==> src/anc_pkg.sv <==
package anc_pkg;

    localparam int VALUE_WIDTH = 31;
    // trial divisor counter: reaches floor(sqrt(n)) + 1
    localparam int D_W   = (VALUE_WIDTH + 1) / 2 + 1;
    // proper divisor sum stays below 7 * n
    localparam int ACC_W = VALUE_WIDTH + 3;
    localparam int OUT_W = 34;
    localparam int EXT_W = (ACC_W > OUT_W) ? ACC_W : OUT_W;
    localparam int CNT_W = $clog2(VALUE_WIDTH);

    localparam logic [OUT_W-1:0] OUT_MAX   = '1;
    localparam logic [D_W-1:0]   D_FIRST   = D_W'(2);
    localparam logic [CNT_W-1:0] CNT_START = CNT_W'(VALUE_WIDTH - 1);

    typedef enum logic [2:0] {
        ST_IDLE,
        ST_PREP,
        ST_DIV,
        ST_CHECK,
        ST_ADD_Q,
        ST_DONE
    } t_state;

    typedef struct packed {
        logic start;
        logic div_load;
        logic div_step;
        logic add_d;
        logic add_q;
        logic next_d;
        logic load_out;
    } t_dp_cmd;

    typedef struct packed {
        logic n_small;
        logic div_last;
        logic d_gt_q;
        logic rem_zero;
        logic q_eq_d;
    } t_dp_sts;

    function automatic logic [OUT_W-1:0] sat_out(input logic [ACC_W-1:0] x);
        logic [EXT_W-1:0] xe;
        xe = EXT_W'(x);
        return (xe > EXT_W'(OUT_MAX)) ? OUT_MAX : OUT_W'(xe);
    endfunction

endpackage

==> src/anc_ctrl.sv <==
module anc_ctrl (
    input  logic            i_clk,
    input  logic            i_rst_n,
    input  logic            i_valid,
    output logic            o_ready,
    output logic            o_valid,
    input  logic            i_ready,
    input  anc_pkg::t_dp_sts i_sts,
    output anc_pkg::t_dp_cmd o_cmd
);

    anc_pkg::t_state r_state, n_state;
    logic            r_out_valid, n_out_valid;

    always_ff @(posedge i_clk) begin
        if (!i_rst_n) begin
            r_state     <= anc_pkg::ST_IDLE;
            r_out_valid <= 1'b0;
        end else begin
            r_state     <= n_state;
            r_out_valid <= n_out_valid;
        end
    end

    always_comb begin
        n_state     = r_state;
        n_out_valid = r_out_valid;
        o_cmd       = '0;
        if (r_out_valid && i_ready) begin
            n_out_valid = 1'b0;
        end
        unique case (r_state)
            anc_pkg::ST_IDLE: begin
                if (i_valid) begin
                    o_cmd.start = 1'b1;
                    n_state     = anc_pkg::ST_PREP;
                end
            end
            anc_pkg::ST_PREP: begin
                if (i_sts.n_small) begin
                    n_state = anc_pkg::ST_DONE;
                end else begin
                    o_cmd.div_load = 1'b1;
                    n_state        = anc_pkg::ST_DIV;
                end
            end
            anc_pkg::ST_DIV: begin
                o_cmd.div_step = 1'b1;
                if (i_sts.div_last) begin
                    n_state = anc_pkg::ST_CHECK;
                end
            end
            anc_pkg::ST_CHECK: begin
                if (i_sts.d_gt_q) begin
                    n_state = anc_pkg::ST_DONE;
                end else if (i_sts.rem_zero && !i_sts.q_eq_d) begin
                    o_cmd.add_d = 1'b1;
                    n_state     = anc_pkg::ST_ADD_Q;
                end else begin
                    o_cmd.add_d    = i_sts.rem_zero;
                    o_cmd.next_d   = 1'b1;
                    o_cmd.div_load = 1'b1;
                    n_state        = anc_pkg::ST_DIV;
                end
            end
            anc_pkg::ST_ADD_Q: begin
                o_cmd.add_q    = 1'b1;
                o_cmd.next_d   = 1'b1;
                o_cmd.div_load = 1'b1;
                n_state        = anc_pkg::ST_DIV;
            end
            anc_pkg::ST_DONE: begin
                if (!r_out_valid || i_ready) begin
                    o_cmd.load_out = 1'b1;
                    n_out_valid    = 1'b1;
                    n_state        = anc_pkg::ST_IDLE;
                end
            end
            default: begin
                n_state = anc_pkg::ST_IDLE;
            end
        endcase
    end

    assign o_ready = (r_state == anc_pkg::ST_IDLE);
    assign o_valid = r_out_valid;

endmodule

==> src/anc_dpath.sv <==
module anc_dpath (
    input  logic                            i_clk,
    input  logic [anc_pkg::VALUE_WIDTH-1:0] i_value,
    input  anc_pkg::t_dp_cmd                i_cmd,
    output anc_pkg::t_dp_sts                o_sts,
    output logic [anc_pkg::OUT_W-1:0]       o_divisor_sum,
    output logic                            o_is_abundant,
    output logic [anc_pkg::OUT_W-1:0]       o_abundance
);

    logic [anc_pkg::VALUE_WIDTH-1:0] r_n;
    logic [anc_pkg::D_W-1:0]         r_d;
    logic [anc_pkg::ACC_W-1:0]       r_acc;
    logic [anc_pkg::D_W-1:0]         r_rem;
    logic [anc_pkg::VALUE_WIDTH-1:0] r_quo;
    logic [anc_pkg::CNT_W-1:0]       r_cnt;
    logic [anc_pkg::OUT_W-1:0]       r_sum_out;
    logic                            r_abund_out;
    logic [anc_pkg::OUT_W-1:0]       r_diff_out;

    logic [anc_pkg::D_W:0]           trial;
    logic                            fits;
    logic [anc_pkg::D_W:0]           trial_sub;
    logic [anc_pkg::ACC_W-1:0]       n_ext;
    logic                            over;
    logic [anc_pkg::ACC_W-1:0]       diff;

    // restoring divide, one quotient bit per cycle
    assign trial     = {r_rem, r_quo[anc_pkg::VALUE_WIDTH-1]};
    assign fits      = (trial >= {1'b0, r_d});
    assign trial_sub = trial - {1'b0, r_d};

    assign n_ext = anc_pkg::ACC_W'(r_n);
    assign over  = (r_acc > n_ext);
    assign diff  = r_acc - n_ext;

    always_ff @(posedge i_clk) begin
        if (i_cmd.start) begin
            r_n   <= i_value;
            r_acc <= (i_value[anc_pkg::VALUE_WIDTH-1:1] == '0) ? '0 : anc_pkg::ACC_W'(1);
            r_d   <= anc_pkg::D_FIRST;
        end
        if (i_cmd.div_load) begin
            r_rem <= '0;
            r_quo <= r_n;
            r_cnt <= anc_pkg::CNT_START;
        end else if (i_cmd.div_step) begin
            r_rem <= fits ? trial_sub[anc_pkg::D_W-1:0] : trial[anc_pkg::D_W-1:0];
            r_quo <= {r_quo[anc_pkg::VALUE_WIDTH-2:0], fits};
            r_cnt <= r_cnt - anc_pkg::CNT_W'(1);
        end
        if (i_cmd.add_d) begin
            r_acc <= r_acc + anc_pkg::ACC_W'(r_d);
        end else if (i_cmd.add_q) begin
            r_acc <= r_acc + anc_pkg::ACC_W'(r_quo);
        end
        if (i_cmd.next_d) begin
            r_d <= r_d + anc_pkg::D_W'(1);
        end
        if (i_cmd.load_out) begin
            r_sum_out   <= anc_pkg::sat_out(r_acc);
            r_abund_out <= over;
            r_diff_out  <= over ? anc_pkg::sat_out(diff) : '0;
        end
    end

    assign o_sts.n_small  = (r_n[anc_pkg::VALUE_WIDTH-1:1] == '0);
    assign o_sts.div_last = (r_cnt == '0);
    assign o_sts.d_gt_q   = (anc_pkg::VALUE_WIDTH'(r_d) > r_quo);
    assign o_sts.rem_zero = (r_rem == '0);
    assign o_sts.q_eq_d   = (anc_pkg::VALUE_WIDTH'(r_d) == r_quo);

    assign o_divisor_sum = r_sum_out;
    assign o_is_abundant = r_abund_out;
    assign o_abundance   = r_diff_out;

endmodule

==> src/abundant_number_classifier_top.sv <==
// sums the proper divisors of one value by trial division and flags whether
// the value is abundant. each candidate d = 2, 3, ... is divided into the value
// by a shared bit-serial restoring divider, one quotient bit per cycle, and a
// candidate that divides evenly with a cofactor distinct from d passes through
// an add state for the cofactor. candidates run up to floor(sqrt(value)) + 1;
// values 0 and 1 skip the loop and report a zero sum. one item is worked on at
// a time; the result sits in an output register, so the next value beat is
// taken as soon as the loop is free, even while the previous result is still
// waiting for the sink
module abundant_number_classifier_top (
    input  logic                            i_clk,
    input  logic                            i_rst_n,
    // value channel
    input  logic                            i_valid,
    output logic                            o_ready,
    input  logic [anc_pkg::VALUE_WIDTH-1:0] i_value,
    // result channel
    output logic                            o_valid,
    input  logic                            i_ready,
    output logic [anc_pkg::OUT_W-1:0]       o_divisor_sum,
    output logic                            o_is_abundant,
    output logic [anc_pkg::OUT_W-1:0]       o_abundance
);

    // command and status between the sequencer and the datapath
    anc_pkg::t_dp_cmd cmd;
    anc_pkg::t_dp_sts sts;

    // sequencer: walks the candidate loop and owns both handshakes
    anc_ctrl u_ctrl (
        .i_clk   (i_clk),
        .i_rst_n (i_rst_n),
        .i_valid (i_valid),
        .o_ready (o_ready),
        .o_valid (o_valid),
        .i_ready (i_ready),
        .i_sts   (sts),
        .o_cmd   (cmd)
    );

    // datapath: divider, candidate counter, sum accumulator, result register
    anc_dpath u_dpath (
        .i_clk         (i_clk),
        .i_value       (i_value),
        .i_cmd         (cmd),
        .o_sts         (sts),
        .o_divisor_sum (o_divisor_sum),
        .o_is_abundant (o_is_abundant),
        .o_abundance   (o_abundance)
    );

    // abundance is nonzero exactly when the flag is set
    a_flag_matches_abundance: assert property (
        @(posedge i_clk) disable iff (!i_rst_n)
        o_valid |-> (o_is_abundant == (o_abundance != '0))
    ) else $error("abundance and flag disagree");

    // the sum is never below the abundance it yields
    a_sum_covers_abundance: assert property (
        @(posedge i_clk) disable iff (!i_rst_n)
        (o_valid && o_is_abundant) |-> (o_divisor_sum >= o_abundance)
    ) else $error("divisor sum below abundance");

    // an accepted value beat makes the loop busy on the next cycle
    a_busy_after_accept: assert property (
        @(posedge i_clk) disable iff (!i_rst_n)
        (i_valid && o_ready) |=> !o_ready
    ) else $error("input still ready after accepting a beat");

    // a result is only loaded from the done state
    a_load_from_done: assert property (
        @(posedge i_clk) disable iff (!i_rst_n)
        cmd.load_out |-> (u_ctrl.r_state == anc_pkg::ST_DONE)
    ) else $error("result loaded outside done state");

endmodule

==> config.mk <==
export PLATFORM = sky130hd
export DESIGN_NAME = abundant_number_classifier_top
export DESIGN_NICKNAME = d
export VERILOG_FILES = /design/src/anc_pkg.sv /design/src/anc_ctrl.sv /design/src/anc_dpath.sv /design/src/abundant_number_classifier_top.sv
export SDC_FILE = /design/constraint.sdc
export NUM_CORES = 1
export LEC_CHECK = 0
export ABC_AREA = 1
export BUFFER_PORTS_ARGS = -buffer_cell sky130_fd_sc_hd__buf_2
export CORE_MARGIN = 4
export CORE_UTILIZATION = 51
export CTS_CLUSTER_SIZE = 20
export DETAILED_ROUTE_END_ITERATION = 6
export PLACE_DENSITY = 0.8
export SLEW_MARGIN = 20
export SYNTH_ARGS = -nofsm -noshare
export SYNTH_HDL_FRONTEND = slang
export SYNTH_HIERARCHICAL = 1
export SYNTH_SLANG_ARGS = --single-unit
==> constraint.sdc <==
create_clock -name i_clk -period 8.41 [get_ports i_clk]
set_input_delay 2.523 -clock i_clk [delete_from_list [all_inputs] [get_ports i_clk]]
set_output_delay 2.523 -clock i_clk [all_outputs]
set_load 0.01 [all_outputs]
==> flow_summary.toml <==
[yosys]
number_of_nets_produced_by_synthesis = 2527
post_synth.cell_area_avg_um2 = 6.943
syn-instance-count = 2373
ys.flop_type = "sky130_fd_sc_hd__edfxtp_1"
area_of_the_mapped_netlist_mm2 = 0.01648
postSynthRegisterBits = 208
synth_seq_area_share_pct = 36.33
yosysUniqueCellTypes = 45
synth_warnings = 6
synth_async_sr_flop_share_pct = 0
number_of_enable_type_register_cells_in_the_synthesized_netlist = 182

[cts]
h-tree-depth = 1
cts.sink_count = 208
clk_pin_slew_worst_paths_ns = 0.06
hold_buffers = 0
numCtsBuffers = 24
cts_max_path_buffers = 3
postCtsSetupBuffers = 0
cts_repair_resize_count = 0
clk_latency_ns = 0.54
tritoncts_clock_tree = "built"
cts-root-buf = "sky130_fd_sc_hd__clkbuf_16"

[timing]
worst_pin_slew_ns = 1.021
grt_setup_unrepaired = "false"
final_hold_viol_count = 0
clock.fmax_ghz = 0.2164
slew_headroom_pct = 31.79
worst_slack_ns = 3.788
layout_worst_path_cycle_share_pct = 54.96
min_period_ns = 4.622
fin_tns_setup_ns = 0
report.final.setup_viol = 0
skew_ns = 0.01401
timing_max_transition_violations_final = 0

[run]
number_of_max_cap_violations = 0

[floorplanning]
chipHeight_um = 187.7
die-area_mm2 = 0.03524
num_ports = 106
fp.dieW_um = 187.7
placement_rows = 65
core_region_area_mm2 = 0.03172
floorplan.initialDensity_pct = 51.94

[global_routing]
globalRoute.totalOverflow = 0
antenna_violations_before_repair = 0
grt_start_max_net_pins = 70
grt_pass1_wl_mm = 83.92
globalRouteTotalUtil_pct = 30.07
first_global_vias = 15570

[routing]
via_per_instance_ratio = 5.660
vias = 16270
remaining_drc_errors = 6
initialDrtViolationCount = 1844
route.met2.wl_mm = 25.66
met1Wirelength_mm = 21.59
top_layer_used = "met4"
drt-pass1-iter-count = 7
wl_per_cell_um = 19.14
routed_wl_met3_mm = 4.829
ant_nets = 0
total_routed_length_mm = 55.01

[placement]
gp_routability_congestion = 1.028
place.port_buffers = 105
place_hpwl_mm = 43.94
post_placement_setup_slack_ns = 3.280

[finish]
area_growth_pct = 9.964
fill_cells = 3040
final_cell_mix = "sky130_fd_sc_hd__nand2_1 (757), sky130_fd_sc_hd__inv_1 (388), sky130_fd_sc_hd__nor2_1 (228)"
layout.cells.most_common = "sky130_fd_sc_hd__nand2_1"
final_util_pct = 57.12
nets = 2608
n_antenna_cell = 0
proportion_of_layout_cells_with_a_drive_suffix_above_1_pct = 8.172

[outcome]
failed_checks = "DRC"
run_status = "finished, violations left"

[setup_path]
critical-path-max-stage-delay_ns = 0.78
reg2reg_from = "u_dpath/r_d[2]$_SDFFCE_PN0P_"
timing.critical_path.required_ns = 8.61
critPathCaptureType = "flip-flop"
timing_worst_setup_path_type = "primary input to flip-flop"
crit_path_to = "u_dpath/r_acc[8]$_DFFE_PP_"
worstRegToRegCells = 14
startpoint = "i_valid"
crit-reg2reg-capture = "u_dpath/r_quo[28]$_DFFE_PP_"
crit_path_dat_ns = 4.82
critPathMaxFanout = 32
slowest_stage = "sky130_fd_sc_hd__nor2_4"
crit_path_start_kind = "primary input"
cpMostUsedCell = "sky130_fd_sc_hd__inv_1"
crit_chain = "buf_2 -> inv_1 -> nor2_4 -> inv_1 -> nand3_1 -> buf_4"
reg2reg_setup_slack_ns = 4.02

[pwr]
worst_ir_drop_vdd_mv = 0.2228
power_per_cell_area_mw_per_mm2 = 451.0
power.static_leakage_nw = 9.044

[hold_path]
hold_path_class = "flip-flop to flip-flop"
worst max-delay path: cells and delay by family:
family	cells	cell delay, ns
and+or+nand+nor	2	1.49
buffers and inverters	4	0.76
final cells by class:
type | count | area, um2 | area share [%]
inverter | 393 | 1475 | 8.142
sequential | 208 | 5986 | 33.04
timing repair buffer | 113 | 585.6 | 3.232
clock buffer | 26 | 629.4 | 3.474
clock inverter | 18 | 173.9 | 0.9599
tap | 402 | 503.0 | 2.776
multi-input combinational | 1714 | 8765 | 48.38
state kept, by name, summed over array words and instances (netlist names):
name and cells:
u_ctrl/o_valid 1, u_ctrl/r_state 3, u_dpath/o_abundance 34, u_dpath/o_divisor_sum 34
u_dpath/o_is_abundant 1, u_dpath/r_acc 34, u_dpath/r_cnt 5, u_dpath/r_d 17
u_dpath/r_n 31, u_dpath/r_quo 31, u_dpath/r_rem 17
per-stage QoR:
step / power [mW] / cells / instance area, um2 / hold slack (ns)
after floorplan: 5.525 / 2373 / 16480 / 0.4454
after global placement: 6.857 / 2830 / 17310 / 0.4611
after detailed placement: 6.937 / 2830 / 17310 / 0.4679
after CTS: 8.040 / 2874 / 18110 / 0.4777
after global routing: 8.778 / 2874 / 18120 / 0.5025
final: 8.171 / 2874 / 18120 / 0.4803
cells by family (layout without fill, tap and decap cells):
family	after synthesis	count (layout)	synth area share [%]
buf+inv	451	550	10.62
simple gates	1318	1318	34.27
fa+ha+maj	119	119	9.219
compound gates	245	245	7.860
flops	208	208	36.33
xor+xnor	32	32	1.701
how the worst min path moves through the flow:
stage	cells after the start	to	slack [ns]	from
detailed placement	2	u_dpath/r_rem[1]$_SDFFE_PP0P_	0.47	u_dpath/r_rem[1]$_SDFFE_PP0P_
CTS	2	u_dpath/r_rem[1]$_SDFFE_PP0P_	0.48	u_dpath/r_rem[1]$_SDFFE_PP0P_
floorplan	1	u_dpath/r_cnt[3]$_SDFFE_PP1P_	0.45	u_dpath/r_cnt[3]$_SDFFE_PP1P_
finish	2	u_dpath/r_rem[13]$_SDFFE_PP0P_	0.48	u_dpath/r_rem[13]$_SDFFE_PP0P_
global placement	2	u_dpath/r_rem[4]$_SDFFE_PP0P_	0.46	u_dpath/r_rem[4]$_SDFFE_PP0P_
global route	2	u_dpath/r_rem[8]$_SDFFE_PP0P_	0.50	u_dpath/r_rem[8]$_SDFFE_PP0P_
cell usage after synthesis (4+ instances only):
cell / count / area (um2)
sky130_fd_sc_hd__nand2_2: 15 / 93.84
sky130_fd_sc_hd__nor2_2: 5 / 31.28
sky130_fd_sc_hd__inv_1: 388 / 1456
sky130_fd_sc_hd__nand4_1: 54 / 337.8
sky130_fd_sc_hd__nor4_1: 22 / 137.6
sky130_fd_sc_hd__nand3b_1: 18 / 135.1
sky130_fd_sc_hd__xnor2_1: 25 / 219.0
sky130_fd_sc_hd__buf_6: 5 / 56.30
sky130_fd_sc_hd__o21ai_0: 107 / 535.5
sky130_fd_sc_hd__nand2_1: 757 / 2841
sky130_fd_sc_hd__inv_2: 5 / 18.77
sky130_fd_sc_hd__o21bai_1: 11 / 82.58
sky130_fd_sc_hd__nor2_1: 229 / 859.6
sky130_fd_sc_hd__a21oi_1: 111 / 555.5
sky130_fd_sc_hd__clkbuf_1: 49 / 183.9
sky130_fd_sc_hd__nand3_1: 157 / 785.8
sky130_fd_sc_hd__fa_1: 4 / 80.08
sky130_fd_sc_hd__xor2_1: 7 / 61.31
sky130_fd_sc_hd__ha_1: 115 / 1439
sky130_fd_sc_hd__nor3_1: 37 / 185.2
sky130_fd_sc_hd__or2_2: 8 / 50.05
sky130_fd_sc_hd__edfxtp_1: 182 / 5465
sky130_fd_sc_hd__dfxtp_1: 26 / 520.5
power breakdown:
part	internal, mW	switching (mW)	total (mW)
clock network	0.632	0.443	1.08
logic	1.55	3.46	5.02
registers	1.64	0.437	2.08
total	3.83	4.34	8.17
layer usage:
layer	track usage, %	vias to the layer above
met5	0	-
met2	51.94	797
met3	3.686	167
li1	-	7847
met1	37.84	7455
met4	13.58	0
Power figures use the tool's default switching activity.
